### src/rtl/sstat_pkg.sv
// ----------------------------------------------------------------------------
// sstat_pkg
// Shared types and constants of the sample statistics block.
// ----------------------------------------------------------------------------
package sstat_pkg;

  // Default build parameters
  localparam int MAX_COUNT_DEF    = 1024;
  localparam int SAMPLE_WIDTH_DEF = 16;

  // Fixed field widths of the stream channels
  localparam int SAMPLE_W    = 16;
  localparam int RES_W       = 16;
  localparam int VAR_W       = 32;
  localparam int S_TDATA_W   = SAMPLE_W;
  localparam int M_TDATA_W   = 4 * RES_W + VAR_W;

  // Configuration register
  localparam int            CNT_W      = 11;
  localparam int            CNT_HW_MAX = (2 ** CNT_W) - 1;
  localparam logic [CNT_W-1:0] CNT_RESET = CNT_W'(5);
  localparam int            CFG_ADDR_W = 3;
  localparam int            CFG_DATA_W = 32;
  localparam logic [CFG_ADDR_W-3:0] CFG_IDX_SAMPLE_COUNT = '0;

  // Square root: one result bit from two radicand bits per step
  localparam int               SQRT_STEPS = VAR_W / 2;
  localparam logic [VAR_W-1:0] SQRT_BIT0  = VAR_W'(1) << (VAR_W - 2);

  typedef enum logic [7:0] {
    S_ACC   = 8'b0000_0001,
    S_PROD  = 8'b0000_0010,
    S_MDIV  = 8'b0000_0100,
    S_VLOAD = 8'b0000_1000,
    S_VDIV  = 8'b0001_0000,
    S_SLOAD = 8'b0010_0000,
    S_SQRT  = 8'b0100_0000,
    S_DONE  = 8'b1000_0000
  } sstat_state_e;

  typedef struct packed {
    logic accum;      // fold accepted sample into the set
    logic prod;       // register the final products
    logic ld_mean;    // load divider with |sum| / n
    logic div_step;   // one restoring-division step
    logic cap_mean;   // capture signed mean from quotient
    logic ld_var;     // load divider with variance numerator / denominator
    logic sqrt_ld;    // capture variance, start square root
    logic sqrt_step;  // one square-root step
    logic out_ld;     // load output register, clear the set
  } sstat_cmd_t;

  typedef struct packed {
    logic last;       // accepting a sample now completes the set
    logic out_free;   // output register can take a new result
  } sstat_sts_t;

endpackage

### src/rtl/sstat_ctrl.sv
// ----------------------------------------------------------------------------
// sstat_ctrl
// Sequencer: accumulate phase, then mean divide, variance divide, square root
// and result hand-off, driving the datapath through command strobes.
// ----------------------------------------------------------------------------
module sstat_ctrl #(
  parameter int SAMPLE_WIDTH = sstat_pkg::SAMPLE_WIDTH_DEF
) (
  input  logic                  clk_i,
  input  logic                  rst_ni,
  input  logic                  in_valid_i,
  output logic                  in_ready_o,
  input  sstat_pkg::sstat_sts_t sts_i,
  output sstat_pkg::sstat_cmd_t cmd_o
);
  import sstat_pkg::*;

  localparam int QB        = 2 * SAMPLE_WIDTH - 1;
  localparam int ITERS_MAX = (QB > SQRT_STEPS) ? QB : SQRT_STEPS;
  localparam int CW        = $clog2(ITERS_MAX);
  localparam logic [CW-1:0] DIV_LAST  = CW'(QB - 1);
  localparam logic [CW-1:0] SQRT_LAST = CW'(SQRT_STEPS - 1);

  sstat_state_e state_q, state_d;
  logic [CW-1:0] cnt_q, cnt_d;

  assign in_ready_o = (state_q == S_ACC);

  always_comb begin
    state_d = state_q;
    cnt_d   = cnt_q;
    cmd_o   = '0;
    unique case (state_q)
      S_ACC: begin
        cmd_o.accum = in_valid_i;
        if (in_valid_i && sts_i.last) begin
          state_d = S_PROD;
        end
      end
      S_PROD: begin
        cmd_o.prod    = 1'b1;
        cmd_o.ld_mean = 1'b1;
        cnt_d         = '0;
        state_d       = S_MDIV;
      end
      S_MDIV: begin
        cmd_o.div_step = 1'b1;
        if (cnt_q == DIV_LAST) begin
          cnt_d   = '0;
          state_d = S_VLOAD;
        end else begin
          cnt_d = cnt_q + CW'(1);
        end
      end
      S_VLOAD: begin
        cmd_o.cap_mean = 1'b1;
        cmd_o.ld_var   = 1'b1;
        state_d        = S_VDIV;
      end
      S_VDIV: begin
        cmd_o.div_step = 1'b1;
        if (cnt_q == DIV_LAST) begin
          cnt_d   = '0;
          state_d = S_SLOAD;
        end else begin
          cnt_d = cnt_q + CW'(1);
        end
      end
      S_SLOAD: begin
        cmd_o.sqrt_ld = 1'b1;
        state_d       = S_SQRT;
      end
      S_SQRT: begin
        cmd_o.sqrt_step = 1'b1;
        if (cnt_q == SQRT_LAST) begin
          cnt_d   = '0;
          state_d = S_DONE;
        end else begin
          cnt_d = cnt_q + CW'(1);
        end
      end
      S_DONE: begin
        // previous result may still be waiting downstream
        if (sts_i.out_free) begin
          cmd_o.out_ld = 1'b1;
          state_d      = S_ACC;
        end
      end
      default: begin
        state_d = S_ACC;
      end
    endcase
  end

  always_ff @(posedge clk_i or negedge rst_ni) begin
    if (!rst_ni) begin
      state_q <= S_ACC;
      cnt_q   <= '0;
    end else begin
      state_q <= state_d;
      cnt_q   <= cnt_d;
    end
  end

endmodule

### src/rtl/sstat_dp.sv
// ----------------------------------------------------------------------------
// sstat_dp
// Datapath: set accumulators, final products, shared restoring divider,
// digit-by-digit square root and the output register.
// ----------------------------------------------------------------------------
module sstat_dp #(
  parameter int MAX_COUNT    = sstat_pkg::MAX_COUNT_DEF,
  parameter int SAMPLE_WIDTH = sstat_pkg::SAMPLE_WIDTH_DEF
) (
  input  logic                           clk_i,
  input  logic                           rst_ni,
  input  logic [sstat_pkg::SAMPLE_W-1:0] sample_i,
  input  logic [sstat_pkg::CNT_W-1:0]    sample_count_i,
  input  sstat_pkg::sstat_cmd_t          cmd_i,
  output sstat_pkg::sstat_sts_t          sts_o,
  output logic                           out_valid_o,
  input  logic                           out_ready_i,
  output logic [sstat_pkg::RES_W-1:0]    mean_o,
  output logic [sstat_pkg::RES_W-1:0]    minimum_o,
  output logic [sstat_pkg::RES_W-1:0]    maximum_o,
  output logic [sstat_pkg::VAR_W-1:0]    variance_o,
  output logic [sstat_pkg::RES_W-1:0]    std_dev_o
);
  import sstat_pkg::*;

  localparam int SW   = SAMPLE_WIDTH;
  localparam int CAP  = (MAX_COUNT < CNT_HW_MAX) ? MAX_COUNT : CNT_HW_MAX;
  localparam int NW   = $clog2(CAP + 1);
  localparam int SUMW = SW + NW;
  localparam int SQW  = 2 * SW - 2 + NW;
  localparam int NUMW = SQW + NW;
  localparam int DENW = 2 * NW;
  localparam int QB   = 2 * SW - 1;   // quotient bits; both quotients fit

  // ---------------- sample decode ----------------
  logic [SW+SAMPLE_W-1:0] smp_wide;
  logic signed [SW-1:0]   x;
  logic [SW-1:0]          x_mag;
  logic [2*SW-1:0]        x_sq;

  assign smp_wide = {{SW{1'b0}}, sample_i};
  assign x        = signed'(smp_wide[SW-1:0]);
  assign x_mag    = x[SW-1] ? SW'(-x) : SW'(x);
  assign x_sq     = (2 * SW)'(x_mag) * (2 * SW)'(x_mag);

  // ---------------- set accumulators ----------------
  logic [NW-1:0]          seen_q;
  logic signed [SUMW-1:0] sum_q;
  logic [SQW-1:0]         sumsq_q;
  logic signed [SW-1:0]   lo_q, hi_q;
  logic                   first;

  assign first = (seen_q == '0);

  // ---------------- set size ----------------
  logic [NW-1:0] tgt;

  always_comb begin
    if (sample_count_i < CNT_W'(2)) begin
      tgt = NW'(2);
    end else if (32'(sample_count_i) > 32'(CAP)) begin
      tgt = NW'(CAP);
    end else begin
      tgt = NW'(sample_count_i);
    end
  end

  assign sts_o.last = ({1'b0, seen_q} + (NW + 1)'(1)) >= {1'b0, tgt};

  // ---------------- final products ----------------
  logic [SUMW-1:0]   sum_mag;
  logic [2*SUMW-1:0] sum_sq;
  logic [NUMW-1:0]   p1_q, p2_q;
  logic [DENW-1:0]   den_q;
  logic              neg;

  assign neg     = sum_q[SUMW-1];
  assign sum_mag = neg ? SUMW'(-sum_q) : SUMW'(sum_q);
  assign sum_sq  = (2 * SUMW)'(sum_mag) * (2 * SUMW)'(sum_mag);

  // ---------------- shared divider ----------------
  logic [NUMW-1:0] dvd;
  logic [DENW-1:0] dvs;
  logic [DENW-1:0] rem_q;
  logic [DENW-1:0] dvs_q;
  logic [QB-1:0]   dq_q;
  logic [DENW:0]   rem_sh;
  logic [DENW:0]   rem_sub;
  logic            ge;

  assign dvd = cmd_i.ld_var ? (p1_q - p2_q) : NUMW'(sum_mag);
  assign dvs = cmd_i.ld_var ? den_q : DENW'(seen_q);

  assign rem_sh  = {rem_q, dq_q[QB-1]};
  assign ge      = rem_sh >= {1'b0, dvs_q};
  assign rem_sub = rem_sh - {1'b0, dvs_q};

  // ---------------- mean ----------------
  logic [QB+RES_W-1:0] q_ext, q_sgn;
  logic [RES_W-1:0]    mean_q;

  assign q_ext = (QB + RES_W)'(dq_q);
  assign q_sgn = neg ? (QB + RES_W)'(-q_ext) : q_ext;

  // ---------------- square root ----------------
  logic [VAR_W-1:0] var_q, sv_q, sr_q, sb_q, s_try;
  logic             s_ge;

  assign s_try = sr_q + sb_q;
  assign s_ge  = sv_q >= s_try;

  // ---------------- output register ----------------
  logic             out_valid_q;
  logic [RES_W-1:0] o_mean_q, o_min_q, o_max_q, o_sd_q;
  logic [VAR_W-1:0] o_var_q;
  logic [SW+RES_W-1:0] lo_ext, hi_ext;

  assign lo_ext         = {{RES_W{lo_q[SW-1]}}, lo_q};
  assign hi_ext         = {{RES_W{hi_q[SW-1]}}, hi_q};
  assign sts_o.out_free = !out_valid_q || out_ready_i;

  assign out_valid_o = out_valid_q;
  assign mean_o      = o_mean_q;
  assign minimum_o   = o_min_q;
  assign maximum_o   = o_max_q;
  assign variance_o  = o_var_q;
  assign std_dev_o   = o_sd_q;

  always_ff @(posedge clk_i or negedge rst_ni) begin
    if (!rst_ni) begin
      seen_q      <= '0;
      sum_q       <= '0;
      sumsq_q     <= '0;
      out_valid_q <= 1'b0;
    end else begin
      if (cmd_i.accum) begin
        seen_q  <= seen_q + NW'(1);
        sum_q   <= sum_q + SUMW'(x);
        sumsq_q <= sumsq_q + SQW'(x_sq);
      end else if (cmd_i.out_ld) begin
        seen_q  <= '0;
        sum_q   <= '0;
        sumsq_q <= '0;
      end
      if (cmd_i.out_ld) begin
        out_valid_q <= 1'b1;
      end else if (out_ready_i) begin
        out_valid_q <= 1'b0;
      end
    end
  end

  always_ff @(posedge clk_i) begin
    if (cmd_i.accum) begin
      if (first || (x < lo_q)) begin
        lo_q <= x;
      end
      if (first || (x > hi_q)) begin
        hi_q <= x;
      end
    end
    if (cmd_i.prod) begin
      p1_q  <= NUMW'(seen_q) * NUMW'(sumsq_q);
      p2_q  <= sum_sq[NUMW-1:0];
      den_q <= DENW'(seen_q) * DENW'(seen_q - NW'(1));
    end
    if (cmd_i.ld_mean || cmd_i.ld_var) begin
      // top part of the dividend is below the divisor, so only QB steps remain
      rem_q <= DENW'(dvd[NUMW-1:QB]);
      dq_q  <= dvd[QB-1:0];
      dvs_q <= dvs;
    end else if (cmd_i.div_step) begin
      rem_q <= ge ? rem_sub[DENW-1:0] : rem_sh[DENW-1:0];
      dq_q  <= {dq_q[QB-2:0], ge};
    end
    if (cmd_i.cap_mean) begin
      mean_q <= q_sgn[RES_W-1:0];
    end
    if (cmd_i.sqrt_ld) begin
      var_q <= VAR_W'(dq_q);
      sv_q  <= VAR_W'(dq_q);
      sr_q  <= '0;
      sb_q  <= SQRT_BIT0;
    end else if (cmd_i.sqrt_step) begin
      if (s_ge) begin
        sv_q <= sv_q - s_try;
        sr_q <= (sr_q >> 1) + sb_q;
      end else begin
        sr_q <= sr_q >> 1;
      end
      sb_q <= sb_q >> 2;
    end
    if (cmd_i.out_ld) begin
      o_mean_q <= mean_q;
      o_min_q  <= lo_ext[RES_W-1:0];
      o_max_q  <= hi_ext[RES_W-1:0];
      o_var_q  <= var_q;
      o_sd_q   <= sr_q[RES_W-1:0];
    end
  end

endmodule

### src/rtl/sample_statistics.sv
// ----------------------------------------------------------------------------
// sample_statistics
// Running mean, minimum, maximum, sample variance and standard deviation
// over sets of signed Q8.8 samples.
// ----------------------------------------------------------------------------
// Usage:
//   Samples enter on the s_axis channel, one per cycle while s_axis_tready_o
//   is high. After sample_count samples (clamped to 2..MAX_COUNT) one result
//   request leaves on m_axis: mean, min, max (Q8.8), variance (Q16.16, n-1
//   divisor, floored) and std_dev (Q8.8, floored root).
//   The sample that closes a set drops s_axis_tready_o. The result then comes
//   from a product step, a one-bit-per-cycle restoring divider run twice
//   (mean, then variance), a 16-step square root, and the load of the output
//   register.
//   The output register holds a result while m_axis_tready_i is low; the next
//   set still accumulates, and only its own result waits for the register.
//   sample_count is written over the APB port at address 0; the user must do
//   so only while idle, which the block itself does not enforce.
//   Reset empties the set, drops m_axis_tvalid_o and sets sample_count to 5.
// ----------------------------------------------------------------------------
module sample_statistics #(
  parameter int MAX_COUNT    = sstat_pkg::MAX_COUNT_DEF,
  parameter int SAMPLE_WIDTH = sstat_pkg::SAMPLE_WIDTH_DEF
) (
  input  logic                             clk_i,
  input  logic                             rst_ni,
  // sample input
  input  logic                             s_axis_tvalid_i,
  output logic                             s_axis_tready_o,
  input  logic [sstat_pkg::S_TDATA_W-1:0]  s_axis_tdata_i,  // [15:0] sample
  // result output
  output logic                             m_axis_tvalid_o,
  input  logic                             m_axis_tready_i,
  // [15:0] mean, [31:16] minimum, [47:32] maximum, [79:48] variance,
  // [95:80] std_dev
  output logic [sstat_pkg::M_TDATA_W-1:0]  m_axis_tdata_o,
  // configuration
  input  logic                             psel,
  input  logic                             penable,
  input  logic                             pwrite,
  input  logic [sstat_pkg::CFG_ADDR_W-1:0] paddr,
  input  logic [sstat_pkg::CFG_DATA_W-1:0] pwdata,
  output logic [sstat_pkg::CFG_DATA_W-1:0] prdata,
  output logic                             pready
);
  import sstat_pkg::*;

  logic [CNT_W-1:0] sample_count_q;
  logic             reg_hit;
  logic             cfg_wr;

  sstat_cmd_t cmd;
  sstat_sts_t sts;

  logic [RES_W-1:0] mean, minimum, maximum, std_dev;
  logic [VAR_W-1:0] variance;

  assign pready  = 1'b1;
  assign reg_hit = (paddr[CFG_ADDR_W-1:2] == CFG_IDX_SAMPLE_COUNT);
  assign cfg_wr  = psel && penable && pwrite && pready && reg_hit;
  assign prdata  = reg_hit ? CFG_DATA_W'(sample_count_q) : '0;

  always_ff @(posedge clk_i or negedge rst_ni) begin
    if (!rst_ni) begin
      sample_count_q <= CNT_RESET;
    end else if (cfg_wr) begin
      sample_count_q <= pwdata[CNT_W-1:0];
    end
  end

  sstat_ctrl #(
    .SAMPLE_WIDTH (SAMPLE_WIDTH)
  ) u_ctrl (
    .clk_i      (clk_i),
    .rst_ni     (rst_ni),
    .in_valid_i (s_axis_tvalid_i),
    .in_ready_o (s_axis_tready_o),
    .sts_i      (sts),
    .cmd_o      (cmd)
  );

  sstat_dp #(
    .MAX_COUNT    (MAX_COUNT),
    .SAMPLE_WIDTH (SAMPLE_WIDTH)
  ) u_dp (
    .clk_i          (clk_i),
    .rst_ni         (rst_ni),
    .sample_i       (s_axis_tdata_i),
    .sample_count_i (sample_count_q),
    .cmd_i          (cmd),
    .sts_o          (sts),
    .out_valid_o    (m_axis_tvalid_o),
    .out_ready_i    (m_axis_tready_i),
    .mean_o         (mean),
    .minimum_o      (minimum),
    .maximum_o      (maximum),
    .variance_o     (variance),
    .std_dev_o      (std_dev)
  );

  assign m_axis_tdata_o = {std_dev, variance, maximum, minimum, mean};

endmodule

### config.mk
export PLATFORM = sky130hd
export DESIGN_NAME = sample_statistics
export DESIGN_NICKNAME = d
export VERILOG_FILES = /design/src/rtl/sstat_pkg.sv /design/src/rtl/sstat_ctrl.sv /design/src/rtl/sstat_dp.sv /design/src/rtl/sample_statistics.sv
export SDC_FILE = /design/constraint.sdc
export NUM_CORES = 2
export LEC_CHECK = 0
export BUFFER_PORTS_ARGS = -buffer_cell sky130_fd_sc_hd__buf_2
export CORE_MARGIN = 10
export CORE_UTILIZATION = 60
export CTS_CLUSTER_SIZE = 12
export DETAILED_ROUTE_END_ITERATION = 8
export GPL_TIMING_DRIVEN = 0
export MAX_ROUTING_LAYER = met4
export PLACE_DENSITY_LB_ADDON = 0.3
export SLEW_MARGIN = 20
export SYNTH_ARGS = -nofsm -noshare
export SYNTH_HDL_FRONTEND = slang
export SYNTH_HIERARCHICAL = 1
export SYNTH_SLANG_ARGS = --single-unit
### constraint.sdc
create_clock -name clk_i -period 9.7 [get_ports clk_i]
set_input_delay 1.455 -clock clk_i [delete_from_list [all_inputs] [get_ports clk_i]]
set_output_delay 1.455 -clock clk_i [all_outputs]
set_load 0.05 [all_outputs]
# ---- Word level (Yosys, flattened, before mapping)
# Cells that the tools add are included.
dict set report op_classes {
  addsub 14
  bitwise 1
  n_eq_ne 15
  muxes 42
  magnitude_cmp 7
  multipliers 4
  reduce_logical 22
}
# op count
set op_table {}
lappend op_table {{$mux 31} 5}
lappend op_table {{$mux 41} 2}
lappend op_table {{$mux 27} 3}
lappend op_table {{$mux 11} 6}
lappend op_table {{$pmux 8 s8} 1}
lappend op_table {{$mul 11x41->52} 1}
lappend op_table {{$mul 27x27->52} 1}
lappend op_table {{$mux 52} 1}
lappend op_table {{$sub 52x52->52} 1}
lappend op_table {{$mux 21} 2}
lappend op_table {{$add 41x32->41} 1}
lappend op_table {{$mux 8} 5}
lappend op_table {{$add 31x31->32} 1}
lappend op_table {{$add 32x31->32} 1}
lappend op_table {{$ge 32x32->1} 1}
lappend op_table {{$mul 16x16->32} 1}
lappend op_table {{$mux 16} 2}
lappend op_table {{$mux 32} 1}
lappend op_table {{$neg 16->16} 2}
lappend op_table {{$sub 32x32->32} 1}
lappend op_table {{$add 27x16->27} 1}
lappend op_table {{$neg 27->27} 1}
lappend op_table {{$ge 23x22->1} 1}
lappend op_table {{$mul 11x22->22} 1}
lappend op_table {{other kinds (37)} 62}
dict set report word_totals {
  regBits 559
  input_bits 58
  output_inout_bits 131
}

# ---- Logic depth before layout (Yosys ltp)
dict set report depth {
  depth_word 7
  ltp_mapped 38
  mapped_depth_nobuf 35
}

# ---- Modules after synthesis
# Netlist, hierarchy kept.
# module area_per_inst_um2 cells_per_inst n_inst
set modules_own_cells {}
lappend modules_own_cells {sstat_dp 75338.5 7991 1}
lappend modules_own_cells {sstat_ctrl 802.0 78 1}
lappend modules_own_cells {sample_statistics 720.7 60 1}

# ---- Worst setup path before layout
# No wires, ideal clock.
dict set report synth_path {
  path_kind {register to register}
  start {register u_dp.sum_q[0]}
  end {register u_dp.p2_q[51] (data pin)}
  arrival_time_ns 8.939
  required_ns 9.441
  path_slack_ns 0.502
  stages_incl_launch_ff 33
  path_buffers 3
  period_less_slack_ns 9.198
  path_cell_list {dfrtp_1 > clkbuf_1 > inv_1 > clkbuf_1 > ha_1 > nand2_1 > or4_1 > or2_2 > o41ai_2 > xnor2_1 > clkbuf_1 > nand2_1 > fa_1 > inv_1 > fa_1 > fa_1 > inv_1 > fa_1 > fa_1 > inv_1 > fa_1 > fa_1 > ha_1 > nand3_1 > nor2_1 > nand2_1 > o311ai_4 > a211oi_2 > a2111o_1 > and2_1 > or4_1 > o211ai_2 > xnor2_1}
}
dict set report synth_between {
  elab_chain_len 3
}
# element line
set synth_rtl {}
lappend synth_rtl {{from (decl)} sstat_dp.sv:48} ;# logic signed [SUMW-1:0] sum_q;
lappend synth_rtl {{from (signal assigned)} sstat_dp.sv:138} ;# sum_q <= sum_q + SUMW'(x);
lappend synth_rtl {{$neg 27->27} sstat_dp.sv:78} ;# assign sum_mag = neg ? SUMW'(-sum_q) : SUMW'(sum_q);
lappend synth_rtl {{$mux 27 *} sstat_dp.sv:78}
lappend synth_rtl {{$mul 27x27->52 *} sstat_dp.sv:79} ;# assign sum_sq = (2 * SUMW)'(sum_mag) * (2 * SUMW)'(sum_mag);
lappend synth_rtl {{via u_dp.sum_sq[51]} sstat_dp.sv:72} ;# logic [2*SUMW-1:0] sum_sq;
lappend synth_rtl {{to (signal assigned)} sstat_dp.sv:164} ;# p2_q <= sum_sq[NUMW-1:0];
lappend synth_rtl {{to (decl)} sstat_dp.sv:73} ;# logic [NUMW-1:0] p1_q, p2_q;
# Mark *: on every way through the listed nets, which the timed path passes. The rest lies on a longest branch.
# A chain may end at the register's enable or synchronous reset.

# ---- Final worst setup path
# Same ends and word-level chain as after synthesis.

==> flow_metrics.env <==
export IMPL_grt_max_degree=83
export IMPL_holdBufCountCts=0
export IMPL_fin_area_um2=83950
export IMPL_min_period_ps=9676
export IMPL_wirelength_um=226800
export IMPL_hold_viol=0
export IMPL_cp_max_fo=11
export IMPL_syn_to_final_growth_pct=9.227
export IMPL_yosys_most_used_dff="edfxtp_1"
export IMPL_grt_pass1_vias=61240
export IMPL_hold_slack_ps=415.0
export IMPL_coreArea_um2=127400
export IMPL_endpoint_kind="flop"
export IMPL_gp_congestion=1.021
export IMPL_setup_viol=0
export IMPL_critPathLaunch="u_dp/sum_q[0]"
export IMPL_numClockSinks=557
export IMPL_ys_seq_area_share_pct=20.44
export IMPL_antenna_found_initial=1
export IMPL_worst_pin_slew_ps=1311
export IMPL_clkTransAtPathRegs_ps=60
export IMPL_vias_per_cell=5.845
export IMPL_yosysUniqueCellTypes=114
export IMPL_antenna_left=0
export IMPL_hold_start="u_dp/mean_q[13]"
export IMPL_rsz0062_at_grt="yes"
export IMPL_ys_warn_count=6
export IMPL_dr_total_vias=59510
export IMPL_hold_class="reg2reg"
export IMPL_drive_gt1_share_pct=7.480
export IMPL_grt_pass1_wl_um=350700
export IMPL_grt_usage_pct=32.82
export IMPL_critPathArrivalTime_ps=10060
export IMPL_cts_root_buffer="clkbuf_16"
export IMPL_synth_seq_cells=557
export IMPL_post_route_drc_count=0
export IMPL_final_common_cell="inv_1"
export IMPL_startpoint_type="flop"
export IMPL_synthTopCellsByArea="fa_1, edfxtp_1, ha_1, inv_1, nand2_1"
export IMPL_cts_max_level=3
export IMPL_finClkSkew_ps=30.08
export IMPL_yosys_area_top_type="fa_1"
export IMPL_relSlewSlack_pct=12.63
export IMPL_final_cell_mix="inv_1, fa_1, nand2_1"
export IMPL_crit_type="reg2reg"
export IMPL_row_count=131
export IMPL_cts_tree="yes"
export IMPL_worstSkewPairLatency_ps=680
export IMPL_wl_per_cell_um=22.28
export IMPL_cp_slowest_cell="fa_1"
export IMPL_ys_async_sr_fraction_pct=18.67
export IMPL_max_stage_delay_ps=550
export IMPL_reg2reg_from="u_dp/sum_q[0]"
export IMPL_dp_hpwl_um=181300
export IMPL_die_x_um=377.9
export IMPL_drtIter0Drc=5371
export IMPL_die_area_um2=142800
export IMPL_period_share_pct=99.75
export IMPL_num_nets_final=10390
export IMPL_hold_path_depth=0
export IMPL_drv_slew=0
export IMPL_max_freq_ghz=0.1033
export IMPL_syn_avg_cell_area_um2=9.455
export IMPL_firstDrtPassIters=6
export IMPL_cts_buffers=67
export IMPL_fillers=10180
export IMPL_status="finished clean"
export IMPL_reg2reg_depth=34
export IMPL_fp_dieH_um=377.9
export IMPL_grt_ovfl_total=0
export IMPL_initial_utilization_pct=60.35
export IMPL_numPortBuffers=142
export IMPL_clock_path_buffers=3
export IMPL_syn_instance_count=8129
export IMPL_synth_edf_count=403
export IMPL_drv_cap=0
export IMPL_synth_top_area_share_pct=31.10
export IMPL_pin_count=189
export IMPL_cp_data_required_time_ps=10080
export IMPL_syn_cell_area_um2=76860
export IMPL_place_area_um2=80180
## registers in the layout, summed over array words and instances (netlist names), 27 cells and up
| signal | count |
|---|---|
| u_dp/p1_q | 52 |
| u_dp/p2_q | 51 |
| u_dp/sumsq_q | 41 |
| u_dp/sr_q | 32 |
| u_dp/sv_q | 32 |
| u_dp/dq_q | 31 |
| u_dp/var_q | 31 |
| u_dp/variance_o | 31 |
| u_dp/sum_q | 27 |
## critical path: cells and delay by family (launching register included)
kind	cells	cell delay [ps]
xor+xnor	2	650
compound gates	4	850
simple gates	9	1920
fa+ha+maj	9	4060
flops	1	370
buf+inv	10	1500
## synthesized netlist by cell type, types with 15 or more instances
library cell  number
nand2b_1         118
and3_1            27
edfxtp_1         403
nand2_1          929
a211oi_1          45
nand3_1           72
dfrtp_1          101
ha_1             669
buf_1             28
a21oi_1          269
mux2i_1           37
a31o_2            17
nand4_1           35
buf_2             17
clkbuf_1         230
o21bai_1          51
a221oi_1          17
nor3_1            62
xor2_1           143
or3_1             28
o21a_1            36
o211ai_1          35
nor2_1           502
buf_4             30
a31oi_1           55
dfxtp_1           50
o22ai_1           32
o21ai_0          295
or4_1             17
fa_1            1194
nor4_1            18
o31ai_1           46
clkinv_1          17
a21o_1           132
nor2b_1           64
inv_1           1659
and2_1           164
mux2_2            15
xnor2_1          210
## metrics by stage
stage | setup slack, ps | TNS, ps | cells | utilization (%)
2_1_floorplan | 502.4 | 0 | 8179 | -
3_3_place_gp | -3173 | -87680 | 9983 | 62.69
3_5_place_dp | -2607 | -69210 | 9998 | 62.96
4_1_cts | 10.29 | 0 | 10140 | 65.25
5_1_grt | -149.6 | -278.6 | 10180 | 65.92
6_report | 23.78 | 0 | 10180 | 65.92
## repair_timing
item | 4_1_cts | 5_1_grt
gates resized for setup | 120 | 141
gates cloned | 0 | 0
buffers inserted | 29 | 38
endpoints found under the setup margin | 39 | 31
endpoints found under the hold margin | 0 | 0
pin swaps | 16 | 43
## final timing paths
path                       slack, ps           endpoint
setup / recovery                  20      u_dp/p2_q[51]
hold / removal                   410    u_dp/mean_o[13]
setup reg to reg                  20      u_dp/p2_q[51]
hold reg to reg                  410    u_dp/mean_o[13]
max in group asynchronous       8190      u_dp/sum_q[4]
min in group asynchronous        720  sample_count_q[9]
## cells by family after synthesis
kind of cell               share of synthesized area [%]
other                                            0.01953
muxes                                             0.8970
and+or+nand+nor                                    12.38
xor gates and xnor gates                           4.065
buffers and inverters                              9.909
DFF                                                20.44
AOI/OAI and AO/OA                                  10.30
adders and majority gates                          41.99
## area by class of cell
class	instances	area [µm²]	share of cell area [%]
diodes	2	5.005	0.005961
plain buffers	304	1511	1.800
clock buffers	92	1862	2.218
clock inverters	24	309.0	0.3681
inverters	1681	6361	7.577
multi-input cells	5633	54600	65.04
flip-flops and latches	557	15710	18.72
well taps	1662	2079	2.477
repair buffers	225	1506	1.794
## per-layer routing
| metal | global-route usage (%) | part of all wire [%] | up-vias |
|---|---|---|---|
| met1 | 41.76 | 39 | 29520 |
| li1 | - | - | 26510 |
| met4 | 16.06 | 6.0 | 0 |
| met3 | 7.181 | 9.9 | 636 |
| met5 | - | 0 | - |
| met2 | 49.82 | 45 | 2845 |
Power is not shown: default switching activity piles up to over one toggle a cycle in this logic, so the estimate is an artifact.
